--- config.mk ---
export PLATFORM = sky130hd
export DESIGN_NAME = multichannel_moving_average_adc
export DESIGN_NICKNAME = d
export VERILOG_FILES = /design/src/rtl/mma_pkg.sv /design/src/rtl/mma_cell.sv /design/src/rtl/mma_chain.sv /design/src/rtl/multichannel_moving_average_adc.sv
export VERILOG_INCLUDE_DIRS = /design/src /design/src/rtl
export SDC_FILE = /design/constraint.sdc
export NUM_CORES = 2
export LEC_CHECK = 0
export BUFFER_PORTS_ARGS = -buffer_cell sky130_fd_sc_hd__buf_2
export CORE_MARGIN = 2
export CORE_UTILIZATION = 56
export CTS_CLUSTER_SIZE = 12
export DETAILED_ROUTE_END_ITERATION = 8
export GPL_TIMING_DRIVEN = 0
export PLACE_DENSITY_LB_ADDON = 0.05
export SLEW_MARGIN = 40
export SYNTH_ARGS = -nofsm -noshare
export SYNTH_HDL_FRONTEND = slang
export SYNTH_SLANG_ARGS = --single-unit
--- constraint.sdc ---
create_clock -name clk -period 5.3 [get_ports clk]
set_clock_uncertainty 0.2 [all_clocks]
set_input_delay 0.265 -clock clk [delete_from_list [all_inputs] [get_ports clk]]
set_output_delay 0.265 -clock clk [all_outputs]
set_load 0.05 [all_outputs]
--- src/rtl/assert_macros.svh ---
// assertion macros for the rtl modules
// no dependencies; expects clk and rst_n in the including scope
`ifndef ASSERT_MACROS_SVH
`define ASSERT_MACROS_SVH

// checked on every rising edge outside of reset
`define ASSERT_CLK(lbl, prop, msg) \
    lbl: assert property (@(posedge clk) disable iff (!rst_n) (prop)) else $error(msg);

// checked on every rising edge, reset included
`define ASSERT_ALWAYS(lbl, prop, msg) \
    lbl: assert property (@(posedge clk) (prop)) else $error(msg);

`endif

--- src/rtl/mma_pkg.sv ---
// shared types, constants and helpers for the multichannel moving average
// no dependencies
package mma_pkg;

    localparam int SAMPLE_W = 12;
    localparam int CH_W     = 4;
    localparam int MUX_W    = 2;

    // analog multiplexer select codes
    localparam logic [MUX_W-1:0] MUX_LOW  = 2'd0;
    localparam logic [MUX_W-1:0] MUX_MID  = 2'd1;
    localparam logic [MUX_W-1:0] MUX_HIGH = 2'd2;

    // control handed from the sequencer to the row of channel cells
    typedef struct packed {
        logic                shift;
        logic [SAMPLE_W-1:0] sample;
    } mma_shift_t;

    // mux select for a channel; channels without a group keep the old code
    function automatic logic [MUX_W-1:0] mux_for(input logic [CH_W-1:0]  ch,
                                                 input logic [MUX_W-1:0] prev);
        logic [MUX_W-1:0] code;
        case (ch) inside
            [4'd0:4'd3]: code = MUX_LOW;
            [4'd4:4'd7]: code = MUX_MID;
            4'd8:        code = MUX_HIGH;
            default:     code = prev;
        endcase
        return code;
    endfunction

endpackage

--- src/rtl/mma_cell.sv ---
// one channel slot: a ring of samples as a shift line plus its running sum
// depends on mma_pkg
module mma_cell
    import mma_pkg::*;
#(
    parameter int TAPS  = 8,
    parameter int SUM_W = 15
)
(
    input  logic                       clk,
    input  logic                       rst_n,
    input  mma_shift_t                 ctrl,
    input  logic                       insert,
    input  logic [TAPS*SAMPLE_W-1:0]   ring_in,
    input  logic [SUM_W-1:0]           sum_in,
    output logic [TAPS*SAMPLE_W-1:0]   ring,
    output logic [SUM_W-1:0]           sum
);

    logic [TAPS*SAMPLE_W-1:0] ring_reg;
    logic [TAPS*SAMPLE_W-1:0] ring_next;
    logic [SUM_W-1:0]         sum_reg;
    logic [SUM_W-1:0]         sum_next;
    logic [TAPS*SAMPLE_W-1:0] ring_shifted;
    logic [SAMPLE_W-1:0]      oldest;

    // newest sample sits in the low slot, oldest in the top slot
    assign oldest = ring_in[(TAPS-1)*SAMPLE_W +: SAMPLE_W];

    generate
        if (TAPS == 1) begin : g_single
            assign ring_shifted = ctrl.sample;
        end
        else begin : g_multi
            assign ring_shifted = {ring_in[(TAPS-1)*SAMPLE_W-1:0], ctrl.sample};
        end
    endgenerate

    // either take the neighbor's slot as is or fold the new sample into it
    always_comb
    begin
        if (insert)
        begin
            ring_next = ring_shifted;
            sum_next  = sum_in - SUM_W'(oldest) + SUM_W'(ctrl.sample);
        end
        else
        begin
            ring_next = ring_in;
            sum_next  = sum_in;
        end
    end

    // slot moves one place along the row on every transfer
    always_ff @(posedge clk or negedge rst_n)
    begin
        if (!rst_n)
        begin
            ring_reg <= '0;
            sum_reg  <= '0;
        end
        else if (ctrl.shift)
        begin
            ring_reg <= ring_next;
            sum_reg  <= sum_next;
        end
    end

    assign ring = ring_reg;
    assign sum  = sum_reg;

endmodule

--- src/rtl/mma_chain.sv ---
// rotating row of channel cells; the head cell always holds the current channel
// depends on mma_pkg and mma_cell
module mma_chain
    import mma_pkg::*;
#(
    parameter int CHANNELS = 9,
    parameter int TAPS     = 8,
    parameter int SUM_W    = 15
)
(
    input  logic             clk,
    input  logic             rst_n,
    input  mma_shift_t       ctrl,
    output logic [SUM_W-1:0] last_sum
);

    logic [TAPS*SAMPLE_W-1:0] ring_q [CHANNELS];
    logic [SUM_W-1:0]         sum_q  [CHANNELS];

    // cell i loads from cell i+1; the tail loads from the head and folds in the new sample
    generate
        for (genvar i = 0; i < CHANNELS; i++)
        begin : g_cell
            localparam int SRC = (i + 1) % CHANNELS;

            mma_cell #(
                .TAPS  (TAPS),
                .SUM_W (SUM_W)
            ) u_cell (
                .clk     (clk),
                .rst_n   (rst_n),
                .ctrl    (ctrl),
                .insert  ((i == CHANNELS - 1) ? 1'b1 : 1'b0),
                .ring_in (ring_q[SRC]),
                .sum_in  (sum_q[SRC]),
                .ring    (ring_q[i]),
                .sum     (sum_q[i])
            );
        end
    endgenerate

    // tail holds the freshly updated channel right after a transfer
    assign last_sum = sum_q[CHANNELS-1];

endmodule

--- src/rtl/multichannel_moving_average_adc.sv ---
// multichannel moving average: each transferred sample passes through stage one and then the
// output register, which result_stall can hold, before its result transfer
// throughput one sample per cycle while sample_stall is low; channel slots rotate through the cell row per transfer
// the tail cell's sum feeds one constant reciprocal multiply into the output register
// asynchronous active-low reset clears every ring and sum and the sequencer's channel and mux code at once
// no clearing pass after reset: samples are accepted straight away
`include "assert_macros.svh"

module multichannel_moving_average_adc
    import mma_pkg::*;
#(
    parameter int CHANNELS = 9,
    parameter int TAPS     = 8
)
(
    input  logic                clk,
    input  logic                rst_n,
    input  logic                sample_valid,
    output logic                sample_stall,
    input  logic [SAMPLE_W-1:0] sample,
    output logic                result_valid,
    input  logic                result_stall,
    output logic [CH_W-1:0]     channel,
    output logic [SAMPLE_W-1:0] average,
    output logic [CH_W-1:0]     next_channel,
    output logic [MUX_W-1:0]    mux_code
);

    localparam int SUM_W  = SAMPLE_W + $clog2(TAPS);
    localparam int DIV_L  = $clog2(TAPS);
    localparam int DIV_K  = SUM_W + DIV_L;
    localparam int PROD_W = 2 * SUM_W + 1;
    // ceil(2^K / TAPS) gives an exact floor quotient for every SUM_W-bit sum
    localparam logic [SUM_W:0] DIV_M = (SUM_W+1)'(((64'd1 << DIV_K) + TAPS - 1) / TAPS);
    localparam logic [CH_W-1:0] CH_LAST = CH_W'(CHANNELS - 1);

    logic                accept;
    logic                out_load;
    mma_shift_t          chain_ctrl;
    logic [SUM_W-1:0]    last_sum;
    logic [PROD_W-1:0]   product;

    logic [CH_W-1:0]     ch_reg;
    logic [CH_W-1:0]     ch_next;
    logic [MUX_W-1:0]    mux_reg;
    logic [MUX_W-1:0]    mux_next;

    logic                s1_valid_reg;
    logic                s1_valid_next;
    logic [CH_W-1:0]     s1_ch_reg;
    logic [CH_W-1:0]     s1_nch_reg;
    logic [MUX_W-1:0]    s1_mux_reg;

    logic                out_valid_reg;
    logic                out_valid_next;
    logic [CH_W-1:0]     out_ch_reg;
    logic [SAMPLE_W-1:0] out_avg_reg;
    logic [CH_W-1:0]     out_nch_reg;
    logic [MUX_W-1:0]    out_mux_reg;

    // handshake: stage one empties into the output register unless that is stuck
    assign out_load     = s1_valid_reg && (!out_valid_reg || !result_stall);
    assign sample_stall = s1_valid_reg && out_valid_reg && result_stall;
    assign accept       = sample_valid && !sample_stall;

    // round-robin channel sequencer
    assign ch_next  = (ch_reg == CH_LAST) ? '0 : ch_reg + CH_W'(1);
    assign mux_next = mux_for(ch_next, mux_reg);

    always_ff @(posedge clk or negedge rst_n)
    begin
        if (!rst_n)
        begin
            ch_reg  <= '0;
            mux_reg <= MUX_LOW;
        end
        else if (accept)
        begin
            ch_reg  <= ch_next;
            mux_reg <= mux_next;
        end
    end

    // rotate the channel slots and fold the new sample in
    assign chain_ctrl.shift  = accept;
    assign chain_ctrl.sample = sample;

    mma_chain #(
        .CHANNELS (CHANNELS),
        .TAPS     (TAPS),
        .SUM_W    (SUM_W)
    ) u_chain (
        .clk      (clk),
        .rst_n    (rst_n),
        .ctrl     (chain_ctrl),
        .last_sum (last_sum)
    );

    // stage one: channel info of the item whose sum sits in the tail cell
    assign s1_valid_next = accept ? 1'b1 : (out_load ? 1'b0 : s1_valid_reg);

    always_ff @(posedge clk or negedge rst_n)
    begin
        if (!rst_n)
        begin
            s1_valid_reg <= 1'b0;
        end
        else
        begin
            s1_valid_reg <= s1_valid_next;
        end
    end

    always_ff @(posedge clk)
    begin
        if (accept)
        begin
            s1_ch_reg  <= ch_reg;
            s1_nch_reg <= ch_next;
            s1_mux_reg <= mux_next;
        end
    end

    // mean by multiplying with the reciprocal of the tap count
    assign product = PROD_W'(last_sum) * PROD_W'(DIV_M);

    // output register
    assign out_valid_next = out_load ? 1'b1 : (result_stall ? out_valid_reg : 1'b0);

    always_ff @(posedge clk or negedge rst_n)
    begin
        if (!rst_n)
        begin
            out_valid_reg <= 1'b0;
        end
        else
        begin
            out_valid_reg <= out_valid_next;
        end
    end

    always_ff @(posedge clk)
    begin
        if (out_load)
        begin
            out_ch_reg  <= s1_ch_reg;
            out_avg_reg <= product[DIV_K +: SAMPLE_W];
            out_nch_reg <= s1_nch_reg;
            out_mux_reg <= s1_mux_reg;
        end
    end

    assign result_valid = out_valid_reg;
    assign channel      = out_ch_reg;
    assign average      = out_avg_reg;
    assign next_channel = out_nch_reg;
    assign mux_code     = out_mux_reg;

    // checks
    `ASSERT_CLK(a_ch_range, ({1'b0, ch_reg} < (CH_W+1)'(CHANNELS)), "channel counter out of range")
    `ASSERT_CLK(a_accept_lands, (accept |=> s1_valid_reg), "transfer did not reach stage one")
    `ASSERT_CLK(a_next_follows, (out_valid_reg |-> ((out_ch_reg == CH_LAST) ? (out_nch_reg == '0) : (out_nch_reg == out_ch_reg + CH_W'(1)))), "next channel does not follow channel")
    `ASSERT_CLK(a_mux_low, ((out_valid_reg && out_nch_reg <= CH_W'(3)) |-> (out_mux_reg == MUX_LOW)), "wrong mux code for low group")
    `ASSERT_ALWAYS(a_reset_idle, (!rst_n |=> (!out_valid_reg && !s1_valid_reg)), "pipeline busy in reset")

endmodule
==> run_summary.xml <==
<?xml version="1.0" encoding="UTF-8"?>
<metrics>
  <group name="finish">
    <metric name="largest_register_ff_count" unit="">864</metric>
    <metric name="final_nets" unit="">4649</metric>
    <metric name="stdcell_count" unit="">5613</metric>
    <metric name="post-route-util" unit="%">64.1</metric>
    <metric name="flow.area_growth_from_synthesis" unit="%">13.0</metric>
    <metric name="final_layout_size_suffix_gt1_share" unit="%">7.23</metric>
    <metric name="n_antenna_cell" unit="">0</metric>
  </group>
  <group name="detailed_routing">
    <metric name="drt_first_iter_violations" unit="">2301</metric>
    <metric name="drt-vias-per-instance" unit="">5.05</metric>
    <metric name="drt_first_pass_iters" unit="">8</metric>
    <metric name="avgRoutedWirePerCell" unit="um">16.7</metric>
    <metric name="finalWirelength" unit="mm">93.5</metric>
    <metric name="vias" unit="">28300</metric>
    <metric name="drt_drc_violations_left" unit="">0</metric>
    <metric name="drtAntennaViolNets" unit="">0</metric>
  </group>
  <group name="worst_setup_path">
    <metric name="cp_cell_sequence" unit="">fa_1, inv_1, ha_1, and2b_2, o2111ai_1, a211oi_1, o21a_1, o31ai_1</metric>
    <metric name="cp_data_arrival_time" unit="ps">3260</metric>
    <metric name="timing.critical_path.max_delay_family" unit="">compound AO/OA/AOI/OAI gates</metric>
    <metric name="largest_driver_fanout_on_the_critical_path" unit="">5</metric>
    <metric name="setup_crit_end_kind" unit="">flop</metric>
    <metric name="setup_cp_type" unit="">reg -&gt; reg</metric>
    <metric name="startpoint_type" unit="">flop</metric>
    <metric name="worst-endpoint-required" unit="ps">5640</metric>
    <metric name="cp_num_buf_inv" unit="">1</metric>
    <metric name="critPathSlowestCell" unit="">fa_1</metric>
    <metric name="timing.critical_path.slowest_cell_delay" unit="ps">510</metric>
  </group>
  <group name="cts">
    <metric name="clock_tree.buffer_depth" unit="">3</metric>
    <metric name="clock_latency" unit="ps">650</metric>
    <metric name="cts.repair_timing.setup_buffer_count" unit="">0</metric>
    <metric name="post_cts_gate_resize_count" unit="">0</metric>
    <metric name="cts_buffers" unit="">105</metric>
    <metric name="cts.reportedPaths.clkPinSlew" unit="ps">60</metric>
    <metric name="cts.root.buffer_cell" unit="">clkbuf_16</metric>
    <metric name="clock_tree_from_tritoncts" unit="">done</metric>
    <metric name="cts.htree.levels" unit="">3</metric>
    <metric name="cts.sinks" unit="">1039</metric>
  </group>
  <group name="floorplan">
    <metric name="die_w" unit="um">271</metric>
    <metric name="die_y" unit="um">271</metric>
    <metric name="core_area" unit="um2">70100</metric>
    <metric name="core.rowCount" unit="">97</metric>
    <metric name="dieArea" unit="um2">73200</metric>
    <metric name="ioPinCount" unit="">40</metric>
    <metric name="start_util" unit="%">56.7</metric>
  </group>
  <group name="synthesis">
    <metric name="async_reset_ff_share" unit="%">96.9</metric>
    <metric name="post_synth.cell_area_avg" unit="um2">8.99</metric>
    <metric name="synth_cells" unit="">4428</metric>
    <metric name="post_synth_num_cell_types" unit="">48</metric>
    <metric name="syn_std_cell_area" unit="um2">39800</metric>
    <metric name="synth_edf_count" unit="">32</metric>
    <metric name="ys_seq_elements" unit="">1039</metric>
    <metric name="yosysWarnings" unit="">0</metric>
    <metric name="synth_fp_nets" unit="">4473</metric>
    <metric name="dominantRegCellSynth" unit="">dfrtp_1</metric>
    <metric name="ys_seq_area_share" unit="%">65.7</metric>
  </group>
  <group name="placement">
    <metric name="final_gp_congestion" unit="">0.839</metric>
    <metric name="port_buffers" unit="">39</metric>
    <metric name="hpwlAfterDp" unit="mm">61.4</metric>
    <metric name="dp.cells" unit="">5419</metric>
  </group>
  <group name="power">
    <metric name="leakage" unit="nW">25.6</metric>
    <metric name="pwr_density_cell" unit="nW/um2">423</metric>
    <metric name="power.total" unit="mW">19.0</metric>
    <metric name="irDropWorstVdd" unit="mV">0.280</metric>
  </group>
  <group name="sta">
    <metric name="slew_viol_final" unit="">0</metric>
    <metric name="finalWorstPathRequiredPeriod" unit="ps">2920</metric>
    <metric name="final_min_period_over_clock_period" unit="%">55.1</metric>
    <metric name="worst_max_slew_pin_slew" unit="ps">724</metric>
    <metric name="fmaxAchievable" unit="GHz">0.343</metric>
    <metric name="grt_setup_unrepaired" unit="">no</metric>
    <metric name="tns" unit="ps">0</metric>
    <metric name="final-setup-viol-count" unit="">0</metric>
    <metric name="finalHoldViolations" unit="">0</metric>
    <metric name="relSlewSlack" unit="%">51.7</metric>
  </group>
  <group name="global_route">
    <metric name="grt_first_pass_wirelength" unit="mm">154</metric>
    <metric name="grt.overflow.total" unit="">0</metric>
    <metric name="initial_antenna_violation_count" unit="">2</metric>
    <metric name="maximum_number_of_pins_on_one_net_before_global_route_repair" unit="">105</metric>
    <metric name="grt_usage" unit="%">26.6</metric>
    <metric name="first_global_vias" unit="">28500</metric>
  </group>
  <group name="run_status">
    <metric name="outcome" unit="">complete, no violations</metric>
  </group>
  <group name="worst_hold_path">
    <metric name="timing.hold.worst.class" unit="">reg -&gt; reg</metric>
  </group>
  <group name="job">
    <metric name="timing.max_cap.violations" unit="">0</metric>
  </group>
</metrics>
-- final timing paths --
check	start	endpoint	slack [ps]	cells after the start
worst max-delay path	u_chain.g_cell[0].u_cell.ring[86]$_DFFE_PN0P_	u_chain.g_cell[8].u_cell.sum[12]$_DFFE_PN0P_	2380	8
worst min-delay path	s1_mux_reg[0]$_DFFE_PP_	mux_code[0]$_DFFE_PP_	220	0
worst max register to register	u_chain.g_cell[0].u_cell.ring[86]$_DFFE_PN0P_	u_chain.g_cell[8].u_cell.sum[12]$_DFFE_PN0P_	2380	8
worst min register to register	s1_mux_reg[0]$_DFFE_PP_	mux_code[0]$_DFFE_PP_	220	0
max in group asynchronous	rst_n	u_chain.g_cell[6].u_cell.ring[63]$_DFFE_PN0P_	2560	6
min in group asynchronous	rst_n	u_chain.g_cell[4].u_cell.ring[21]$_DFFE_PN0P_	550	3
-- metal layers --
| metal | vias up | GRT usage, % | wire, um |
|---|---|---|---|
| met1 | 13900 | 40.0 | 44600 |
| li1 | 13800 | - | - |
| met2 | 564 | 41.0 | 42100 |
| met3 | 129 | 4.03 | 4580 |
| met5 | - | 0 | 0 |
| met4 | 0 | 6.75 | 2250 |
-- worst register-to-register path: cells and delay by family, from the launching register on --
| family | cells | cell delay, ps |
|---|---|---|
| flops | 1 | 430 |
| compound gates | 4 | 1080 |
| simple gates | 1 | 220 |
| buf+inv | 1 | 40 |
| fa+ha+maj | 2 | 840 |
-- cells in the mapped netlist, drive strengths merged (5+ instances only) --
master | count | area, um2
a21o | 5 | 38.8
xor2 | 6 | 52.6
a21oi | 16 | 80.1
o21ai | 48 | 244
o21a | 7 | 52.6
ha | 17 | 213
dfrtp | 1007 | 25200
nand4 | 6 | 37.5
clkbuf | 81 | 314
nor2 | 9 | 33.8
fa | 12 | 240
nand3 | 8 | 40.0
inv | 58 | 218
edfxtp | 32 | 961
nand2 | 2930 | 11000
buf | 144 | 723
-- metrics by stage --
| step | setup WS [ps] | instance area (um2) | hold slack (ps) |
|---|---|---|---|
| 3_3_place_gp | -18240 | 41200 | 202 |
| 3_5_place_dp | 2340 | 41500 | 72.4 |
| 6_report | 2380 | 44900 | 216 |
| 2_1_floorplan | 2370 | 39800 | -231 |
| 4_1_cts | 2390 | 44900 | 207 |
| 5_1_grt | 2200 | 44900 | 236 |
-- what timing repair did --
| item | in CTS | in global routing |
|---|---|---|
| setup endpoints to repair | 0 | 0 |
| hold buffers | 18 | 0 |
| hold endpoints to repair | 400 | 0 |
-- cell type report --
cell class,instances,area [um2]
clock buffers,162,3130
fillers,5989,25200
well taps,940,1180
clock inverters,14,131
plain buffers,226,1070
multi-input cells,3105,12400
flip-flops and latches,1039,26200
inverters,58,218
repair buffers,69,704
-- kinds of logic (layout without fill, tap and decap cells) --
kind of cell,after synthesis,count (layout),synth area share (%)
AOI/OAI and AO/OA,99,99,1.51
and+or+nand+nor,2968,2968,28.2
DFF,1039,1039,65.7
muxes,1,1,0.0283
buffers and inverters,284,529,3.24
adders and majority gates,29,29,1.14
xor gates and xnor gates,8,8,0.176
-- cell usage in the layout, fill, tap and decap left out, types with 11 or more instances in the layout --
master / count
edfxtp_1: 32
o21ai_0: 47
a21oi_1: 16
clkbuf_8: 23
buf_16: 11
fa_1: 12
ha_1: 17
buf_2: 163
clkbuf_16: 108
dfrtp_1: 1007
buf_1: 15
nand2_1: 2930
clkbuf_1: 108
dlygate4sd3_1: 18
inv_1: 58
-- power breakdown --
part	total [mW]	internal, mW	leakage (nW)	switching, mW
combinational	2.40	0.764	9.89	1.63
clock	7.10	4.11	1.60	2.99
sequential	9.53	8.96	14.1	0.567
(Power assumes the default switching activity.)
